File: src/rtl/mpsc_pkg.sv
// mpsc_pkg: shared widths, constants and small code functions for the map point
// short code encoder. No dependencies; compiled first.
`timescale 1ns / 1ps

package mpsc_pkg;

    localparam int MPSC_COORD_BITS      = 30;
    localparam int MPSC_MAX_POINT_CHARS = 10;

    localparam int LAT_W   = 31;
    localparam int LON_W   = 32;
    localparam int ZOOM_W  = 13;
    localparam int CHAR_W  = 7;
    localparam int ZCODE_W = 6;
    localparam int CFG_W   = 4;

    localparam int APB_ADDR_W = 3;
    localparam int APB_DATA_W = 32;

    // register index, taken from paddr[2]
    localparam logic [0:0]       REG_POINT_LENGTH = 1'b0;
    localparam logic [CFG_W-1:0] PT_LEN_RESET     = 4'd9;

    // fixed-point spans in units of 1e-7 degree
    localparam logic [33:0] LAT_HALF = 34'd900000000;
    localparam logic [33:0] LAT_SPAN = 34'd1800000000;
    localparam logic [33:0] LON_HALF = 34'd1800000000;
    localparam logic [33:0] LON_SPAN = 34'd3600000000;

    localparam logic [ZOOM_W-1:0] ZOOM_LOW  = 13'd1024;
    localparam logic [ZOOM_W-1:0] ZOOM_HIGH = 13'd5056;

    // quarter-level zoom code above level 4, clamped to 63
    function automatic logic [ZCODE_W-1:0] zoom_code(input logic [ZOOM_W-1:0] z);
        logic [ZOOM_W-1:0] diff;
        diff = z - ZOOM_LOW;
        if (z <= ZOOM_LOW) begin
            zoom_code = '0;
        end else if (z >= ZOOM_HIGH) begin
            zoom_code = '1;
        end else begin
            zoom_code = diff[11:6];
        end
    endfunction

    // url-safe base64 alphabet
    function automatic logic [CHAR_W-1:0] b64_char(input logic [ZCODE_W-1:0] idx);
        logic [CHAR_W-1:0] x;
        x = {1'b0, idx};
        if (idx < 6'd26) begin
            b64_char = x + 7'd65;
        end else if (idx < 6'd52) begin
            b64_char = x + 7'd71;
        end else if (idx < 6'd62) begin
            b64_char = x - 7'd4;
        end else if (idx == 6'd62) begin
            b64_char = 7'd45;
        end else begin
            b64_char = 7'd95;
        end
    endfunction

endpackage

File: src/rtl/mpsc_scale.sv
// mpsc_scale: five-stage pipeline that turns latitude, longitude and zoom into
// coordinate codes and a zoom code. Depends on mpsc_pkg.
`timescale 1ns / 1ps

module mpsc_scale import mpsc_pkg::*; #(
    parameter int COORD_BITS = MPSC_COORD_BITS
) (
    input  logic                     i_clk,
    input  logic                     i_rst_n,
    input  logic                     i_valid,
    output logic                     o_ready,
    input  logic signed [LAT_W-1:0]  i_latitude,
    input  logic signed [LON_W-1:0]  i_longitude,
    input  logic        [ZOOM_W-1:0] i_zoom_level,
    output logic                     o_valid,
    input  logic                     i_ready,
    output logic [COORD_BITS-1:0]    o_lat_code,
    output logic [COORD_BITS-1:0]    o_lon_code,
    output logic [ZCODE_W-1:0]       o_zoom_code
);

    localparam int K = COORD_BITS;
    localparam logic [63:0] M64     = (64'd1 << K) - 64'd1;
    // floor reciprocals, 32 fraction bits; the estimate is low by at most two
    localparam logic [63:0] C_LAT64 = (M64 << 32) / 64'd1800000000;
    localparam logic [63:0] C_LON64 = (64'd1 << (K + 32)) / 64'd3600000000;
    localparam logic [31:0] C_LAT   = C_LAT64[31:0];
    localparam logic [31:0] C_LON   = C_LON64[31:0];
    localparam logic [K-1:0] M_K    = M64[K-1:0];
    localparam logic [33:0] LAT_SPAN2 = LAT_SPAN << 1;
    localparam logic [33:0] LON_SPAN2 = LON_SPAN << 1;
    localparam logic [33:0] LAT_SPAN3 = LAT_SPAN2 + LAT_SPAN;
    localparam logic [33:0] LON_SPAN3 = LON_SPAN2 + LON_SPAN;

    logic r_va, r_vb, r_vc, r_vd, r_ve;
    logic w_adv_a, w_adv_b, w_adv_c, w_adv_d, w_adv_e;

    // stage a: input register
    logic signed [LAT_W-1:0]  r_a_lat;
    logic signed [LON_W-1:0]  r_a_lon;
    logic        [ZOOM_W-1:0] r_a_zoom;

    // stage b: offsets, fold, clamp flags
    logic [30:0]        r_b_n;
    logic               r_b_lo, r_b_hi;
    logic [31:0]        r_b_c;
    logic [ZCODE_W-1:0] r_b_zc;

    // stage c: products and quotient estimates
    logic [33:0]        r_c_nm;
    logic [K-1:0]       r_c_ql, r_c_qo;
    logic [31:0]        r_c_c;
    logic               r_c_lo, r_c_hi;
    logic [ZCODE_W-1:0] r_c_zc;

    // stage d: estimate times divisor
    logic [33:0]        r_d_nm, r_d_qdl, r_d_qdo;
    logic [K-1:0]       r_d_ql, r_d_qo;
    logic [31:0]        r_d_c;
    logic               r_d_lo, r_d_hi;
    logic [ZCODE_W-1:0] r_d_zc;

    // stage e: corrected codes
    logic [K-1:0]       r_e_lat, r_e_lon;
    logic [ZCODE_W-1:0] r_e_zc;

    assign w_adv_e = !r_ve || i_ready;
    assign w_adv_d = !r_vd || w_adv_e;
    assign w_adv_c = !r_vc || w_adv_d;
    assign w_adv_b = !r_vb || w_adv_c;
    assign w_adv_a = !r_va || w_adv_b;
    assign o_ready = w_adv_a;

    always_ff @(posedge i_clk) begin
        if (!i_rst_n) begin
            r_va <= 1'b0;
            r_vb <= 1'b0;
            r_vc <= 1'b0;
            r_vd <= 1'b0;
            r_ve <= 1'b0;
        end else begin
            if (w_adv_a) r_va <= i_valid;
            if (w_adv_b) r_vb <= r_va;
            if (w_adv_c) r_vc <= r_vb;
            if (w_adv_d) r_vd <= r_vc;
            if (w_adv_e) r_ve <= r_vd;
        end
    end

    // stage b logic
    logic signed [31:0] w_n;
    logic [33:0]        w_c, w_cf;
    logic               w_c_neg, w_c_big;

    assign w_n     = {r_a_lat[LAT_W-1], r_a_lat} + 32'sd900000000;
    assign w_c     = {{2{r_a_lon[LON_W-1]}}, r_a_lon} + LON_HALF;
    assign w_c_neg = w_c[33];
    assign w_c_big = !w_c[33] && (w_c >= LON_SPAN);
    assign w_cf    = w_c_neg ? (w_c + LON_SPAN) : (w_c_big ? (w_c - LON_SPAN) : w_c);

    // stage c logic
    logic [63:0] w_nm, w_pl, w_po;
    assign w_nm = {33'd0, r_b_n} * M64;
    assign w_pl = {33'd0, r_b_n} * {32'd0, C_LAT};
    assign w_po = {32'd0, r_b_c} * {32'd0, C_LON};

    // stage d logic, low 34 bits are enough since the remainder stays below 2^34
    logic [33:0] w_qdl, w_qdo;
    assign w_qdl = 34'(r_c_ql) * LAT_SPAN;
    assign w_qdo = 34'(r_c_qo) * LON_SPAN;

    // stage e logic
    logic [33:0] w_rem_lat, w_rem_lon;
    logic [K+1:0] w_ql;
    logic [K:0]   w_qo;
    assign w_rem_lat = r_d_nm + LAT_HALF - r_d_qdl;
    assign w_rem_lon = (34'(r_d_c) << K) + LON_HALF - r_d_qdo;
    assign w_ql = (K+2)'(r_d_ql) + (K+2)'(w_rem_lat >= LAT_SPAN)
                + (K+2)'(w_rem_lat >= LAT_SPAN2);
    assign w_qo = (K+1)'(r_d_qo) + (K+1)'(w_rem_lon >= LON_SPAN)
                + (K+1)'(w_rem_lon >= LON_SPAN2);

    always_ff @(posedge i_clk) begin
        if (w_adv_a) begin
            r_a_lat  <= i_latitude;
            r_a_lon  <= i_longitude;
            r_a_zoom <= i_zoom_level;
        end
        if (w_adv_b) begin
            r_b_n  <= w_n[30:0];
            r_b_lo <= w_n[31];
            r_b_hi <= !w_n[31] && (w_n[30:0] > 31'd1800000000);
            r_b_c  <= w_cf[31:0];
            r_b_zc <= zoom_code(r_a_zoom);
        end
        if (w_adv_c) begin
            r_c_nm <= w_nm[33:0];
            r_c_ql <= w_pl[32 +: K];
            r_c_qo <= w_po[32 +: K];
            r_c_c  <= r_b_c;
            r_c_lo <= r_b_lo;
            r_c_hi <= r_b_hi;
            r_c_zc <= r_b_zc;
        end
        if (w_adv_d) begin
            r_d_nm  <= r_c_nm;
            r_d_qdl <= w_qdl;
            r_d_qdo <= w_qdo;
            r_d_ql  <= r_c_ql;
            r_d_qo  <= r_c_qo;
            r_d_c   <= r_c_c;
            r_d_lo  <= r_c_lo;
            r_d_hi  <= r_c_hi;
            r_d_zc  <= r_c_zc;
        end
        if (w_adv_e) begin
            if (r_d_lo) begin
                r_e_lat <= '0;
            end else if (r_d_hi) begin
                r_e_lat <= M_K;
            end else begin
                r_e_lat <= w_ql[K-1:0];
            end
            // a full span wraps to the start
            r_e_lon <= w_qo[K] ? '0 : w_qo[K-1:0];
            r_e_zc  <= r_d_zc;
        end
    end

    assign o_valid     = r_ve;
    assign o_lat_code  = r_e_lat;
    assign o_lon_code  = r_e_lon;
    assign o_zoom_code = r_e_zc;

    a_lat_rem: assert property (@(posedge i_clk) disable iff (!i_rst_n)
        r_vd && !r_d_lo && !r_d_hi |-> w_rem_lat < LAT_SPAN3)
        else $error("latitude remainder out of correction range");

    a_lon_rem: assert property (@(posedge i_clk) disable iff (!i_rst_n)
        r_vd |-> w_rem_lon < LON_SPAN3)
        else $error("longitude remainder out of correction range");

    a_hold: assert property (@(posedge i_clk) disable iff (!i_rst_n)
        r_ve && !i_ready |=> r_ve && $stable(r_e_lat) && $stable(r_e_lon))
        else $error("stalled code changed");

endmodule
File: config.mk
export PLATFORM = sky130hd
export DESIGN_NAME = mpsc_scale
export DESIGN_NICKNAME = d
export VERILOG_FILES = /design/src/rtl/mpsc_pkg.sv /design/src/rtl/mpsc_scale.sv
export SDC_FILE = /design/constraint.sdc
export NUM_CORES = 2
export LEC_CHECK = 0
export ABC_CLOCK_PERIOD_IN_PS = 11470
export BUFFER_PORTS_ARGS = -buffer_cell sky130_fd_sc_hd__buf_4
export CORE_ASPECT_RATIO = 0.9
export CORE_MARGIN = 2
export CORE_UTILIZATION = 45
export CTS_BUF_LIST = sky130_fd_sc_hd__clkbuf_4
export DETAILED_ROUTE_END_ITERATION = 16
export SYNTH_ARGS = -nofsm -noshare
export SYNTH_HDL_FRONTEND = slang
export SYNTH_SLANG_ARGS = --single-unit
File: constraint.sdc
create_clock -name i_clk -period 11.47 [get_ports i_clk]
set_input_delay 0.5735 -clock i_clk [delete_from_list [all_inputs] [get_ports i_clk]]
set_output_delay 0.5735 -clock i_clk [all_outputs]
set_load 0.02 [all_outputs]
---- Word level (Yosys, flattened, before mapping) ----
Cells that the tools add are included.
storage, ports and cells
  bits in registers ....................... 479
  bits of input ports ..................... 80
cells by class
  add/subtract/negate cells ............... 13
  multipliers ............................. 5
  order comparisons ....................... 8
  multiplexer cells ....................... 4
  reductions and logical operators ........ 14
operator list
  cell                                                                                 number
  34-bit by 32-bit >= comparator with 1-bit output (second input constant)             3
  34-bit subtractor                                                                    2
  32-bit two-way mux                                                                   2
  31-bit by 32-bit multiplier with 62-bit output (second input constant)               1
  32-bit by 30-bit multiplier with 61-bit output (second input constant)               1
  30-bit by 1-bit adder with 30-bit output                                             2
  34-bit by 30-bit adder with 34-bit output (second input constant)                    1
  34-bit by 31-bit adder with 34-bit output (second input constant)                    1
  34-bit by 31-bit >= comparator with 1-bit output (second input constant)             1
  34-bit by 33-bit >= comparator with 1-bit output (second input constant)             1
  31-bit by 30-bit multiplier with 34-bit output (second input constant)               1
  32-bit by 32-bit adder with 33-bit output (second input constant)                    1
  31-bit by 31-bit adder with 32-bit output (second input constant)                    1
  32-bit by 31-bit adder with 32-bit output (second input constant)                    1
  32-bit by 31-bit subtractor with 32-bit output (second input constant)               1
  30-bit by 1-bit adder with 31-bit output                                             1
  31-bit by 1-bit adder with 31-bit output                                             1
  31-bit greater-than comparator (second input constant)                               1
  30-bit by 22-bit multiplier with 24-bit output (second input constant)               1
  30-bit by 22-bit multiplier with 25-bit output (second input constant)               1
  30-bit two-way mux                                                                   1
  13-bit >= comparator (second input constant)                                         1
  13-bit by 11-bit less-or-equal comparator with 1-bit output (second input constant)  1
  12-bit by 11-bit subtractor with 12-bit output (second input constant)               1
  4 further kinds                                                                      15

---- Depth between registers and ports, before layout ----
  depth in word-level cells ............... 6
  mapped depth ............................ 29
  depth with buffers taken out ............ 29

---- Worst setup path after synthesis ----
OpenSTA, ideal clock, no wires.
  kind .................................... register to register
  start point ............................. register r_b_c[20]
  end point ............................... register r_c_qo[27] (data pin)
  library setup time ...................... 0.263 ns
  arrival ................................. 7.586 ns
  slack ................................... 3.621 ns
  cell stages (with the launch flop) ...... 28
  path buffers ............................ 0
  clock period less this slack ............ 7.849 ns
  path through ............................ edfxtp_1 > inv_1 > fa_1 > inv_1 > fa_1 > inv_1 > fa_1 > fa_1 > fa_1 > fa_1 > inv_1 > fa_1 > inv_1 > fa_1 > inv_1 > ha_1 > a211oi_1 > nand2_1 > a2111oi_1 > and3b_1 > a211oi_1 > o31a_1 > a2111oi_2 > o22ai_1 > o21ai_2 > nand2b_1 > nor4_1 > nor3_1
on the way
  longest elaborated chain between the ends .. 1
RTL lines
  element                                         RTL line           source
  start: declaration                              mpsc_scale.sv:46   logic [31:0] r_b_c;
  start signal: assignment                        mpsc_scale.sv:133  r_b_c <= w_cf[31:0];
  32-bit by 30-bit multiplier with 61-bit output  mpsc_scale.sv:105  assign w_po = {32'd0, r_b_c} * {32'd0, C_LON};
  via w_po[59]                                    mpsc_scale.sv:102  logic [63:0] w_nm, w_pl, w_po;
  end signal: assignment                          mpsc_scale.sv:139  r_c_qo <= w_po[32 +: K];
  end: declaration                                mpsc_scale.sv:51   logic [K-1:0] r_c_ql, r_c_qo;
The timed path passes the listed nets, and every way through them passes these cells.
A chain may end at the register's enable or synchronous reset.

---- Worst setup path after layout ----
  start point ............................. register r_b_c[19]
  end point ............................... register r_c_qo[27] (data pin)
The elaborated chain is that of the path after synthesis.

==> metrics.md <==
| Metric | Value |
|---|---|
| Post-Place Cells | `8553` |
| Worst hold path class | `in -> reg` |
| Finish-stage setup viols | `0` |
| Post-synth EDFFs | `466` |
| Largest stage delay, worst path | `0.85 ns` |
| Syn Std Cell Area | `70900 µm²` |
| Die X | `422 µm` |
| Initial Util | `45.2%` |
| GP Congestion | `0.965` |
| Fin cells | `8863` |
| Yosys reg bits | `471` |
| Die area | `161000 µm²` |
| Global-route wire length before repair | `288000 µm` |
| Yosys warns | `0` |
| Max-cap viol count | `0` |
| Std cell rows | `138` |
| Adder-Cell Fraction of Synth Area | `56.2%` |
| Final WL | `185000 µm` |
| Clk pin slew, worst setup/hold paths | `0.07 ns` |
| TritonCTS Buffers | `134` |
| Tcrit/Tclk final | `81.2%` |
| Syn Area/Cell | `11.2 µm²` |
| Top cells by area, synth | `fa_1 36%, ha_1 20%, edfxtp_1 20%` |
| Via count | `44700` |
| Setup WS pre-CTS | `2.32 ns` |
| Worst R2R Setup Slack | `2.15 ns` |
| Largest family of logic cells by synthesized area | `adder cells` |
| GRT Overall Usage | `23.8%` |
| CP Max Fanout | `8` |
| Nets | `9168` |
| Most instantiated library cell after synthesis | `inv_1` |
| Period minus WS final | `9.32 ns` |
| Layout cell share with drive strength beyond 1 | `6.16%` |
| Primary FF master, synth | `edfxtp_1` |
| CTS Buffer Depth | `3` |
| Worst-margin pin slew | `1.20 ns` |
| Netlist cell types | `85` |
| Crit path required time | `12.27 ns` |
| I/O pin total | `148` |
| CTS tree | `done` |
| Vias per std cell | `5.04` |
| Area Overhead vs Synth | `8.79%` |
| H-tree depth | `4` |
| Slew Limit Fails | `0` |
| Synth Area in Compound Gates | `5.59%` |
| CP Data Arrival Time | `10.12 ns` |
| CTS resizes | `0` |
| Setup slack after layout | `2.15 ns` |
| Final ANT Viol Nets | `0` |
| Num Clock Sinks | `471` |
| Yosys top cell area share | `35.9%` |
| Status | `finished clean` |
| CP Class | `reg -> reg` |
| CP most frequent cell | `fa_1` |
| RSZ-0062 raised after global routing | `false` |
| Fmax | `0.107 GHz` |
| FFs w/ async S/R, synth | `0%` |
| DIE HEIGHT | `381 µm` |
| Syn Nets | `8811` |
| Crit. End Element | `flop` |
| DR iter-0 viols | `2787` |
| # port buffers | `147` |
| Yosys top cell by area | `fa_1` |
| Core area | `157000 µm²` |
| Sequential-to-total area share from yosys stat | `19.9%` |
| Clock Skew | `0.100 ns` |
| Post-synthesis xor/xnor area fraction | `4.16%` |
| Detail Placement HPWL | `162000 µm` |
| Mux cell area share after synthesis | `0.0282%` |
| # fillers | `14500` |
| Root buf cell | `clkbuf_4` |
| Relative slew slack | `19.0%` |
| Vias in the first global route | `48800` |
| Pin count of the biggest net entering global routing | `80` |
| Avg WL per Cell | `20.9 µm` |
| Simple-gate share of the synthesized area | `4.19%` |
| Slowest cell on crit path | `a2111oi_1` |
| Mapped Cells | `6311` |
| Hold Vio Cnt, Final | `0` |
| Initial antenna violation count | `8` |
| Worst-Skew Late Latency | `1.10 ns` |
| DRC violations left | `0` |
| Setup tns final | `0 ns` |
| First drt pass iteration count | `5` |
| Most frequent cells after synthesis | `1857 x inv_1, 1271 x fa_1, 1149 x ha_1` |
| Startpoint Class | `flop` |
| Grt ovf | `0` |
[timing repair]
action	4_1_cts	5_1_grt
hold buffers	79	0
hold endpoints to repair	89	0
buffers inserted	0	0
[state kept, by name (all words and copies together), names as in the netlist, 31 cells and up]
name     flops
r_c_nm      33
r_d_nm      33
r_a_lon     32
r_b_c       32
r_a_lat     31
r_b_n       31
[area by class of cell]
cell class	instances	area, µm²	share of cell area, %
antenna	6	15.0	0.0195
clock buffer	178	1340	1.73
clock inverter	47	274	0.355
inverter	1858	6980	9.05
multi-input combinational	3957	49800	64.5
sequential	471	14100	18.3
tap	2100	2630	3.41
timing repair buffer	246	2040	2.65
[cells by family (layout without fill, tap and decap cells)]
kind of cell / after synthesis / after routing
compound gates: 598 / 598
xor+xnor: 337 / 337
fa+ha+maj: 2420 / 2420
buf+inv: 1883 / 2329
flops: 471 / 471
mux: 2 / 2
other cells: 0 / 6
simple gates: 600 / 600
[worst max-delay path: cells and delay by family (launching register included)]
| kind | cells | cell delay, ns |
|---|---|---|
| buffers and inverters | 6 | 0.49 |
| AOI/OAI and AO/OA | 7 | 2.51 |
| adders and majority gates | 9 | 4.39 |
| DFF | 1 | 0.73 |
| and+or+nand+nor | 5 | 0.92 |
[routing by layer]
metal / vias up / share of wire [%] / global-route usage, %
li1: 20800 / - / -
met1: 22600 / 48 / 35.0
met2: 1122 / 44 / 36.3
met3: 178 / 6.8 / 5.24
met4: 4 / 1.5 / 4.86
met5: - / 0.022 / 0
[path summary, 6_finish.rpt]
path | from | endpoint | depth (start not counted)
worst max register to register | r_b_c[19] | r_c_qo[27] | 27
worst max-delay path | r_b_c[19] | r_c_qo[27] | 27
worst min register to register | r_c_nm[5] | r_d_nm[5] | 0
worst min-delay path | i_zoom_level[9] | r_a_zoom[9] | 2
[cell usage in the layout (no fill, tap or decap), types with 7 or more instances in the layout]
cell,count
o21ai_1,7
nor2_1,147
fa_1,1271
o211ai_1,14
a311oi_1,9
nand2_1,131
dlygate4sd3_1,79
or3_1,23
o21a_1,31
a211oi_1,13
a211o_1,8
xnor2_1,225
clkinv_1,22
o31ai_1,13
xor2_1,112
a21boi_0,7
o2111ai_1,9
o21bai_1,27
a21oi_1,195
and3_1,31
nor2b_1,26
nor4_1,13
nand2b_1,17
nand4_1,35
ha_1,1149
inv_1,1855
nand3b_1,8
a31oi_1,24
a21o_1,63
buf_4,167
clkinv_2,12
edfxtp_1,466
clkbuf_4,178
nand3_1,58
or2_2,14
o21ai_0,86
o22ai_1,11
and2_1,12
nor3_1,57
and4_1,8
[through the flow]
| step | instance area (µm²) | hold WS [ns] | util [%] |
|---|---|---|---|
| 6_report | 77100 | 0.192 | 49.2 |
| 4_1_cts | 77100 | 0.00612 | 49.2 |
| 3_5_place_dp | 74700 | 0.405 | 47.7 |
| 5_1_grt | 77100 | 0.0547 | 49.2 |
| 3_3_place_gp | 74700 | 0.401 | 47.7 |
| 2_1_floorplan | 70900 | 0.400 | - |
Power is not shown: default switching activity piles up to over one toggle a cycle in this logic, so the estimate is an artifact.
